**src/rtl/dtcd_pkg.sv**
```systemverilog
package dtcd_pkg;

    // Verdict codes carried on the result item
    typedef enum logic [1:0] {
        VERDICT_PASSED = 2'd0,
        VERDICT_FAILED = 2'd1,
        VERDICT_OPEN   = 2'd2
    } verdict_t;

    // Configuration register indexes
    localparam int unsigned CFG_IDX_W = 3;
    localparam logic [CFG_IDX_W-1:0] CFG_FAILED_THR   = 3'd0;
    localparam logic [CFG_IDX_W-1:0] CFG_PASSED_THR   = 3'd1;
    localparam logic [CFG_IDX_W-1:0] CFG_WARNING_LAMP = 3'd2;
    localparam logic [CFG_IDX_W-1:0] CFG_AUTO_RESTORE = 3'd3;
    localparam logic [CFG_IDX_W-1:0] CFG_CRITICAL     = 3'd4;
    localparam logic [CFG_IDX_W-1:0] CFG_LOCATION     = 3'd5;

    localparam int unsigned CFG_DATA_W = 8;

    // Status byte patterns written to nonvolatile memory
    localparam logic [3:0] BYTE_ON_FAIL = 4'h7;
    localparam logic [3:0] BYTE_ON_PASS = 4'h2;

    // Reset values of the configuration registers
    localparam logic [6:0]        FAILED_THR_RST = 7'd10;
    localparam logic signed [7:0] PASSED_THR_RST = -8'sd10;

    typedef struct packed {
        logic [6:0]        failed_threshold;
        logic signed [7:0] passed_threshold;
        logic              warning_lamp;
        logic              auto_restore;
        logic              critical_code;
        logic [7:0]        code_location;
    } cfg_t;

    // Result of one step, in port order
    typedef struct packed {
        verdict_t   verdict;
        logic       store_request;
        logic [7:0] store_location;
        logic [3:0] store_byte;
        logic [4:0] status_flags;
    } res_t;

endpackage

```
**src/rtl/dtcd_cfg_regs.sv**
```systemverilog
module dtcd_cfg_regs
    import dtcd_pkg::*;
(
    input  logic                  clk,
    input  logic                  rst_n,
    input  logic                  wr_en,
    input  logic [CFG_IDX_W-1:0]  wr_index,
    input  logic [CFG_DATA_W-1:0] wr_data,
    output cfg_t                  cfg
);

    cfg_t cfg_reg;
    cfg_t cfg_next;

    always_comb
    begin
        cfg_next = cfg_reg;
        if (wr_en)
        begin
            case (wr_index)
                CFG_FAILED_THR:   cfg_next.failed_threshold = wr_data[6:0];
                CFG_PASSED_THR:   cfg_next.passed_threshold = signed'(wr_data);
                CFG_WARNING_LAMP: cfg_next.warning_lamp     = wr_data[0];
                CFG_AUTO_RESTORE: cfg_next.auto_restore     = wr_data[0];
                CFG_CRITICAL:     cfg_next.critical_code    = wr_data[0];
                CFG_LOCATION:     cfg_next.code_location    = wr_data;
                default:          cfg_next = cfg_reg;  // drop unknown index
            endcase
        end
    end

    always_ff @(posedge clk or negedge rst_n)
    begin
        if (!rst_n)
        begin
            cfg_reg.failed_threshold <= FAILED_THR_RST;
            cfg_reg.passed_threshold <= PASSED_THR_RST;
            cfg_reg.warning_lamp     <= 1'b0;
            cfg_reg.auto_restore     <= 1'b0;
            cfg_reg.critical_code    <= 1'b0;
            cfg_reg.code_location    <= 8'd0;
        end
        else
        begin
            cfg_reg <= cfg_next;
        end
    end

    assign cfg = cfg_reg;

endmodule

```
**src/rtl/dtcd_core.sv**
```systemverilog
module dtcd_core
    import dtcd_pkg::*;
(
    input  logic clk,
    input  logic rst_n,
    input  logic step,
    input  logic fault,
    input  cfg_t cfg,
    output res_t result
);

    logic signed [7:0] count_reg, count_next;
    logic failed_reg, failed_next;
    logic confirmed_reg, confirmed_next;
    logic ftc_reg, ftc_next;
    logic nc_reg, nc_next;
    logic lamp_reg, lamp_next;

    logic signed [7:0] ft_s;
    logic [3:0]        lamp_bit;
    verdict_t          verdict;
    logic              store;
    logic [3:0]        store_byte;

    assign ft_s     = {1'b0, cfg.failed_threshold};
    assign lamp_bit = {cfg.warning_lamp, 3'b000};

    always_comb
    begin
        count_next     = count_reg;
        failed_next    = failed_reg;
        confirmed_next = confirmed_reg;
        ftc_next       = ftc_reg;
        nc_next        = nc_reg;
        lamp_next      = lamp_reg;
        verdict        = VERDICT_OPEN;
        store          = 1'b0;
        store_byte     = 4'h0;

        if (fault)
        begin
            if (count_reg < ft_s)
            begin
                // jump to zero when coming from the pass side
                count_next = (count_reg < 8'sd0) ? 8'sd0 : count_reg + 8'sd1;
            end
            else if (!failed_reg)
            begin
                failed_next    = 1'b1;
                confirmed_next = 1'b1;
                ftc_next       = 1'b1;
                nc_next        = 1'b0;
                lamp_next      = cfg.warning_lamp;
                store          = 1'b1;
                store_byte     = BYTE_ON_FAIL | lamp_bit;
                verdict        = VERDICT_FAILED;
            end
        end
        else
        begin
            if (count_reg > cfg.passed_threshold)
            begin
                count_next = (count_reg > 8'sd0) ? 8'sd0 : count_reg - 8'sd1;
            end
            else if (failed_reg || nc_reg)
            begin
                failed_next = 1'b0;
                nc_next     = 1'b0;
                // a failure this cycle holds the code open unless restore is on
                if (!ftc_reg || cfg.auto_restore)
                begin
                    confirmed_next = 1'b1;
                    ftc_next       = 1'b0;
                    lamp_next      = cfg.warning_lamp;
                    store          = 1'b1;
                    store_byte     = BYTE_ON_PASS | lamp_bit;
                    verdict        = VERDICT_PASSED;
                end
            end
            else
            begin
                store      = 1'b1;
                store_byte = BYTE_ON_PASS | {1'b0, ftc_reg, 2'b00} | lamp_bit;
                verdict    = VERDICT_PASSED;
            end
        end
    end

    always_ff @(posedge clk or negedge rst_n)
    begin
        if (!rst_n)
        begin
            count_reg     <= 8'sd0;
            failed_reg    <= 1'b0;
            confirmed_reg <= 1'b0;
            ftc_reg       <= 1'b0;
            nc_reg        <= 1'b1;
            lamp_reg      <= 1'b0;
        end
        else if (step)
        begin
            count_reg     <= count_next;
            failed_reg    <= failed_next;
            confirmed_reg <= confirmed_next;
            ftc_reg       <= ftc_next;
            nc_reg        <= nc_next;
            lamp_reg      <= lamp_next;
        end
    end

    assign result.verdict        = verdict;
    assign result.store_request  = store;
    assign result.store_location = cfg.code_location;
    assign result.store_byte     = store_byte;
    assign result.status_flags   = {lamp_next, nc_next, ftc_next, confirmed_next, failed_next};

endmodule

```
**src/rtl/dtc_fault_debouncer_top.sv**
```systemverilog
// Each item passes the input register and then the result register. Throughput: one item
// per cycle while the result channel is not stalled; debounce state updates in the same
// cycle as the result.
// A held result does not block the input register from taking one more item.
// Reset (rst_n low, asynchronous): pipeline empty, counter 0, all flags clear except
// not-completed, configuration back to thresholds 10 / -10 and other fields zero.
module dtc_fault_debouncer_top
    import dtcd_pkg::*;
(
    input  logic                  clk,
    input  logic                  rst_n,
    // configuration write channel
    input  logic                  cfg_valid,
    output logic                  cfg_ready,
    input  logic [CFG_IDX_W-1:0]  cfg_index,
    input  logic [CFG_DATA_W-1:0] cfg_data,
    // test report channel
    input  logic                  in_valid,
    output logic                  in_ready,
    input  logic                  fault_seen,
    // result channel
    output logic                  out_valid,
    input  logic                  out_ready,
    output logic [1:0]            verdict,
    output logic                  store_request,
    output logic [7:0]            store_location,
    output logic [3:0]            store_byte,
    output logic [4:0]            status_flags
);

    cfg_t cfg;
    res_t result;

    logic in_vld_reg;
    logic fault_reg;
    logic out_vld_reg;
    res_t res_reg;

    logic advance;
    logic step;

    // Configuration writes are always taken; the sender must issue them only while no item is in
    // flight, which the block itself does not enforce.
    assign cfg_ready = 1'b1;

    dtcd_cfg_regs u_cfg
    (
        .clk      (clk),
        .rst_n    (rst_n),
        .wr_en    (cfg_valid & cfg_ready),
        .wr_index (cfg_index),
        .wr_data  (cfg_data),
        .cfg      (cfg)
    );

    // The result register advances when empty or drained this cycle.
    assign advance  = !out_vld_reg || out_ready;
    // An item in the input register is processed when the result slot frees up.
    assign step     = in_vld_reg && advance;
    // The input register refills whenever its item moves on (or it is empty).
    assign in_ready = !in_vld_reg || advance;

    dtcd_core u_core
    (
        .clk    (clk),
        .rst_n  (rst_n),
        .step   (step),
        .fault  (fault_reg),
        .cfg    (cfg),
        .result (result)
    );

    // Input register: hold the report until the core consumes it.
    always_ff @(posedge clk or negedge rst_n)
    begin
        if (!rst_n)
        begin
            in_vld_reg <= 1'b0;
        end
        else if (in_ready)
        begin
            in_vld_reg <= in_valid;
        end
    end

    always_ff @(posedge clk)
    begin
        if (in_valid && in_ready)
        begin
            fault_reg <= fault_seen;
        end
    end

    // Result register: capture the step outcome, hold it while stalled.
    always_ff @(posedge clk or negedge rst_n)
    begin
        if (!rst_n)
        begin
            out_vld_reg <= 1'b0;
        end
        else if (advance)
        begin
            out_vld_reg <= in_vld_reg;
        end
    end

    always_ff @(posedge clk)
    begin
        if (step)
        begin
            res_reg <= result;
        end
    end

    assign out_valid      = out_vld_reg;
    assign verdict        = res_reg.verdict;
    assign store_request  = res_reg.store_request;
    assign store_location = res_reg.store_location;
    assign store_byte     = res_reg.store_byte;
    assign status_flags   = res_reg.status_flags;

    // A store is requested exactly when the test reaches a verdict.
    a_store_iff_verdict: assert property (@(posedge clk) disable iff (!rst_n)
        out_valid |-> (store_request == (res_reg.verdict != VERDICT_OPEN)))
        else $error("store request does not match verdict");

    // No status byte leaks out without a store request.
    a_byte_zero_no_store: assert property (@(posedge clk) disable iff (!rst_n)
        (out_valid && !store_request) |-> (store_byte == 4'h0))
        else $error("status byte set without store request");

    // A failed verdict leaves the fault failed and confirmed, with not-completed clear.
    a_failed_flags: assert property (@(posedge clk) disable iff (!rst_n)
        (out_valid && res_reg.verdict == VERDICT_FAILED)
            |-> (status_flags[0] && status_flags[1] && !status_flags[3]))
        else $error("failed verdict without failed/confirmed flags");

    // A processed item always shows up in the result register next cycle.
    a_step_to_out: assert property (@(posedge clk) disable iff (!rst_n)
        step |=> out_vld_reg)
        else $error("processed item lost before result register");

endmodule
```
**config.mk**
```make
export PLATFORM = sky130hd
export DESIGN_NAME = dtc_fault_debouncer_top
export DESIGN_NICKNAME = d
export VERILOG_FILES = /design/src/rtl/dtcd_pkg.sv /design/src/rtl/dtcd_cfg_regs.sv /design/src/rtl/dtcd_core.sv /design/src/rtl/dtc_fault_debouncer_top.sv
export SDC_FILE = /design/constraint.sdc
export NUM_CORES = 1
export LEC_CHECK = 0
export ABC_AREA = 1
export BUFFER_PORTS_ARGS = -buffer_cell sky130_fd_sc_hd__clkbuf_2
export CAP_MARGIN = 10
export CORE_MARGIN = 4
export CORE_UTILIZATION = 51
export CTS_BUF_LIST = sky130_fd_sc_hd__clkbuf_8 sky130_fd_sc_hd__clkbuf_16
export CTS_CLUSTER_SIZE = 30
export DETAILED_ROUTE_END_ITERATION = 10
export GPL_ROUTABILITY_DRIVEN = 0
export PLACE_DENSITY_LB_ADDON = 0.1
export SYNTH_ARGS = -nofsm -noshare
export SYNTH_HDL_FRONTEND = slang
export SYNTH_HIERARCHICAL = 1
export SYNTH_SLANG_ARGS = --single-unit
```
**constraint.sdc**
```tcl
create_clock -name clk -period 4.4 [get_ports clk]
set_input_delay 0.66 -clock clk [delete_from_list [all_inputs] [get_ports clk]]
set_output_delay 0.66 -clock clk [all_outputs]
set_load 0.01 [all_outputs]
```
Word-level counts from Yosys, hierarchy flattened
Cells that the tools add are included.

word-level totals
  bits in registers = 61
  bits of input ports = 17
  output and inout port bits = 23
  word-level logic and storage cells = 98

cells by class
  add/sub/neg operators = 2
  $lt $le $gt $ge = 4
  eq/ne operators = 5
  multiplexer cells = 50
  bitwise gates (word level) = 1
  reduce and logical (&&, ||, !) cells = 17

operators by type and width
  kind                 count
  $mux 8               5
  $mux 1               33
  $mux 4               6
  $mux 2               6
  $reduce_and 2->1     5
  $add 8x2->8 const B  1
  $gt 8x1->1 const B   1
  $gt 8x8->1           1
  $lt 8x1->1 const B   1
  $lt 8x8->1           1
  $sub 8x2->8 const B  1
  $eq 3x2->1 const B   2
  $logic_or 1x1->1     4
  $or 3x4->4           1
  $eq 3x1->1 const B   1
  $eq 3x3->1 const B   1
  $logic_not 1->1      3
  $logic_not 3->1      1
  $reduce_and 3->1     1
  $logic_and 1x1->1    2
  $ne 2x1->1 const B   1
  $reduce_bool 2->1    1

Logic depth before layout (Yosys ltp)
  word-level depth = 6
  gate-level depth with buffers = 17
  mapped depth without buffers = 17

Hierarchy
Netlist, hierarchy kept.

by module, submodules not included
  module                   times used  cells each  area an instance (µm²)  seq. area each (µm²)
  dtcd_core                1           231         1557.7                  326.6
  dtcd_cfg_regs            1           125         1116.1                  660.6
  dtc_fault_debouncer_top  1           35          737.0                   680.7

Worst setup path before layout
Ideal clock, no wire load.

  path type = input to register
  start = input out_ready
  end = register u_core.count_reg[4]
  library setup time = 123 ps
  data arrival time = 2518 ps
  required time = 4277 ps
  setup slack = 1759 ps
  stages on the path = 6
  buffers on the path = 1
  cell sequence = inv_2 a21oi_1 nand2_4 nor2_8 buf_12 o21ai_2

between the ends
  longest elaborated chain between the ends = 3

RTL lines
  item                               line                           source
  start, declared                    dtc_fault_debouncer_top.sv:23  input logic out_ready,
  $logic_or 1x1->1                   dtc_fault_debouncer_top.sv:57  assign advance = !out_vld_reg || out_ready;
  $logic_and 1x1->1                  dtc_fault_debouncer_top.sv:59  assign step = in_vld_reg && advance;
  via step                           dtc_fault_debouncer_top.sv:40  logic step;
  $reduce_and 3->1 (no source line)  -
  end signal, assigned               dtcd_core.sv:102               count_reg <= count_next;
  end, declared                      dtcd_core.sv:12                logic signed [7:0] count_reg, count_next;

The timed path passes the listed nets, and every way through them passes these cells.
A chain may end at the register's enable or synchronous reset.

Worst setup path after layout
  start = register u_cfg.cfg_reg, in the netlist u_cfg/cfg[16]
  end = register u_core.count_reg[6]

between the ends
  longest elaborated chain between the ends = 3

RTL lines
  item                                line                 source
  start, declared                     dtcd_cfg_regs.sv:12  cfg_t cfg_reg;
  start signal, assigned              dtcd_cfg_regs.sv:45  cfg_reg <= cfg_next;
  $gt 8x8->1                          dtcd_core.sv:61      if (count_reg > cfg.passed_threshold)
  $reduce_bool 2->1 (no source line)  -
  $reduce_and 3->1 (no source line)   -

Every way passes these cells.

==> tab_implementation.tex <==
\begin{tabular}{lr}
\hline
Metric & Value \\
\hline
\multicolumn{2}{l}{\textbf{Cells and area}} \\
\quad Number of standard cells in the final layout excluding fillers & around 500 \\
\quad Antenna diodes & 0 \\
\quad Fillers & about 580 \\
\quad Area of the multi-input gates & roughly 1400 um\^{}2 \\
\quad Fraction of layout cells with a size suffix above 1 & between 20\% and 30\% \\
\quad Max FFs per register & 25 \\
\quad Final net count & around 450 \\
\quad Footprint of the flip-flops and latches & 1640 um\^{}2 \\
\quad Layout area overhead & 11.0\% \\
\quad Post-layout instance area & roughly 3700 um\^{}2 \\
\multicolumn{2}{l}{\textbf{GRT}} \\
\quad First-pass GRT wire length & 10.7 mm \\
\quad GR Overflow Total & 0 \\
\quad Number of global-route vias before repair & about 2400 \\
\quad Pin count of the biggest net entering global routing & a little over 40 \\
\quad Initial antenna violation count & 0 \\
\quad Overall global routing resource usage & between 15 and 20\% \\
\multicolumn{2}{l}{\textbf{Setup path}} \\
\quad Critical Path End Type & flip-flop \\
\quad Critical path class & reg -> reg \\
\quad Reg-to-reg critical path endpoint & u\_core/count\_reg[6] \\
\quad Critical Path Fanout Max & 16 \\
\quad Dominant cell type by count on the critical path & sky130\_fd\_sc\_hd\_\_nand2\_1 \\
\quad R2r startpoint & u\_cfg/cfg[16] \\
\quad CP startpoint kind & flip-flop \\
\quad CP max stage delay & between 0.5 and 0.6 ns \\
\quad FF-to-FF setup slack & 2.23 ns \\
\quad Arrival @ worst endpoint & between 2 and 2.5 ns \\
\quad Data required time of the critical path & approximately 4.7 ns \\
\quad Slowest CP cell & sky130\_fd\_sc\_hd\_\_dfstp\_2 \\
\quad Cells along the critical path & inv\_1, ha\_1, a21oi\_1, nor2\_1, nor2\_1, nand2\_1, nand2\_1, nand3\_2, nand2\_2, nand2\_4, nor2\_8, nand2\_1, o21ai\_2 \\
\quad Logic depth of the worst register-to-register path & 13 \\
\multicolumn{2}{l}{\textbf{Placement}} \\
\quad Cell Area, Placed & between 3000 and 4000 um\^{}2 \\
\quad Placed wire-length estimate after detailed placement & 4.67 mm \\
\quad Port Buffer Count & 38 \\
\quad Post-Place Cells & roughly 480 \\
\multicolumn{2}{l}{\textbf{CTS}} \\
\quad Clock Sink Count & between 60 and 70 \\
\quad Number of CTS-inserted buffers & 9 \\
\quad H-tree Lvls & 3 \\
\quad Clock transition at the registers of the reported paths & $\sim$0.070 ns \\
\quad Number of buffers on the longest clock path & 2 \\
\quad Gates resized, CTS repair & 0 \\
\quad Post-CTS Setup Repair Bufs & 0 \\
\quad TritonCTS clock tree & built \\
\quad Worst-skew pair later-pin latency & about 0.34 ns \\
\quad CTS root buffer & sky130\_fd\_sc\_hd\_\_clkbuf\_8 \\
\quad Post-cts hold buffer count & 0 \\
\multicolumn{2}{l}{\textbf{Floorplanning}} \\
\quad Die ar. & between 7000 and 8000 um\^{}2 \\
\quad Starting density of the core & 52.8\% \\
\quad Die height & 89.3 um \\
\quad Area of the core & between 6000 and 7000 um\^{}2 \\
\quad Row Count & 29 \\
\quad Die X-Extent & between 80 and 90 um \\
\quad Number of top-level pins & 40 \\
\multicolumn{2}{l}{\textbf{Detailed routing}} \\
\quad Total wirelength of the detailed-routed design & between 6 and 7 mm \\
\quad Count of nets left with antenna violations after detail routing & 0 \\
\quad Initial DRC count & 72 \\
\quad Average wire per cell in the routed design & roughly 12 um \\
\quad Vias post-DR & 2480 \\
\quad Per-cell via count in the routed design & 4.98 \\
\quad Drt first pass iters & 4 \\
\quad DRC violations left & 0 \\
\multicolumn{2}{l}{\textbf{STA}} \\
\quad Clock skew & around 0.0074 ns \\
\quad Setup TNS & 0 ns \\
\quad Max-slew headroom & a little under a third \\
\quad Final-layout worst hold slack & between 0.4 and 0.5 ns \\
\quad Final setup violation count & 0 \\
\quad Final-report hold violation count & 0 \\
\quad Fmax & between 0.4 and 0.5 GHz \\
\quad Final worst-path cycle share & between 40 and 50\% \\
\quad Clock period minus worst slack & approximately 2.2 ns \\
\quad Actual transition at the worst max-transition pin & slightly above 1 ns \\
\quad RSZ-0062 raised after global routing & false \\
\quad Slew Viols, Final & 0 \\
\multicolumn{2}{l}{\textbf{Yosys}} \\
\quad Synth Instances & a little under 400 \\
\quad Syn\_nets & around 420 \\
\quad Mean post-synth cell area & slightly below 9 um\^{}2 \\
\quad Synthesized cell area & roughly 3400 um\^{}2 \\
\quad Synthesis warning total & 6 \\
\multicolumn{2}{l}{\textbf{Run}} \\
\quad Max-capacitance violation count & 0 \\
\multicolumn{2}{l}{\textbf{Min path}} \\
\quad Hold path endpoint & store\_location[0] \\
\quad Worst hold path startpoint & u\_cfg/cfg[0] \\
\quad Path type of the worst min-delay path & reg -> reg \\
\quad Number of instances on the worst hold path & 0 \\
\multicolumn{2}{l}{\textbf{Outcome}} \\
\quad Outcome & finished clean \\
\multicolumn{2}{l}{\textbf{Pwr}} \\
\quad Power density normalized to cell area & between 500 and 600 nW/um\^{}2 \\
\quad Total power & between 2 and 2.5 mW \\
\quad Largest voltage drop on the vdd net & around 0.33 mV \\
\quad Leak & approximately 2 nW \\
\hline
\end{tabular}
==> cell type report <==
class	instances	share of cell area (%)
clock buffer	10	3.68
clock inverter	6	2.51
inverter	54	5.42
multi-input combinational	251	36.6
sequential	61	43.9
tap	77	2.58
timing repair buffer	39	5.29
==> per-layer routing <==
metal  track usage (%)  vias to the layer above  share of wire (%)
met5                 0                        -                  0
met3              4.24                        7                3.6
met1              22.6                     1157                 46
li1                  -                     1278                  -
met2              29.7                       38                 49
met4              6.90                        0               0.93
==> report_power, final <==
part           switching, mW  internal [mW]  total, mW
clock network          0.230          0.339      0.569
logic                  0.497          0.299      0.795
registers             0.0970          0.750      0.847
total                  0.823           1.39       2.21
==> critical path, delay by kind of cell (launching register included) <==
family | cells | cell delay, ns
compound gates | 2 | 0.23
fa+ha+maj | 1 | 0.30
buf+inv | 1 | 0.04
flops | 1 | 0.53
simple gates | 9 | 0.99
==> worst max path at each step <==
stage / from / end / cells after the start
after CTS: u_cfg/cfg[18] / u_core/count_reg[6] / 12
final: u_cfg/cfg[16] / u_core/count_reg[6] / 13
after global placement: out_ready / u_core/count_reg[4] / 8
after detailed placement: out_ready / u_core/count_reg[6] / 8
after floorplan: out_ready / u_core/count_reg[4] / 6
after global routing: u_cfg/cfg[16] / u_core/count_reg[2] / 13
==> per-stage QoR <==
| stage | util, % | setup slack (ns) |
|---|---|---|
| detailed placement | 54.9 | 2.12 |
| global route | 58.5 | 1.99 |
| global placement | 54.9 | 2.21 |
| CTS | 58.5 | 2.22 |
| floorplan | - | 1.76 |
| finish | 58.5 | 2.23 |
==> cell usage in the layout (no fill, tap or decap), types with 3 or more instances in the layout <==
master                       n
sky130_fd_sc_hd__nor2_2      4
sky130_fd_sc_hd__inv_2       4
sky130_fd_sc_hd__a21oi_1     5
sky130_fd_sc_hd__o22ai_1     4
sky130_fd_sc_hd__edfxtp_1   21
sky130_fd_sc_hd__ha_1       16
sky130_fd_sc_hd__dfstp_2     9
sky130_fd_sc_hd__clkbuf_8   10
sky130_fd_sc_hd__nand4_1     3
sky130_fd_sc_hd__o21ai_2     8
sky130_fd_sc_hd__inv_1      50
sky130_fd_sc_hd__nand2_2     5
sky130_fd_sc_hd__nand3_1    27
sky130_fd_sc_hd__dfrtp_1    31
sky130_fd_sc_hd__clkbuf_2   38
sky130_fd_sc_hd__nand2_4     4
sky130_fd_sc_hd__nand2_1   118
sky130_fd_sc_hd__xor2_1      4
sky130_fd_sc_hd__o21ai_0    12
sky130_fd_sc_hd__nor2_1     24
No activity file was read; power rests on OpenSTA's default activity.
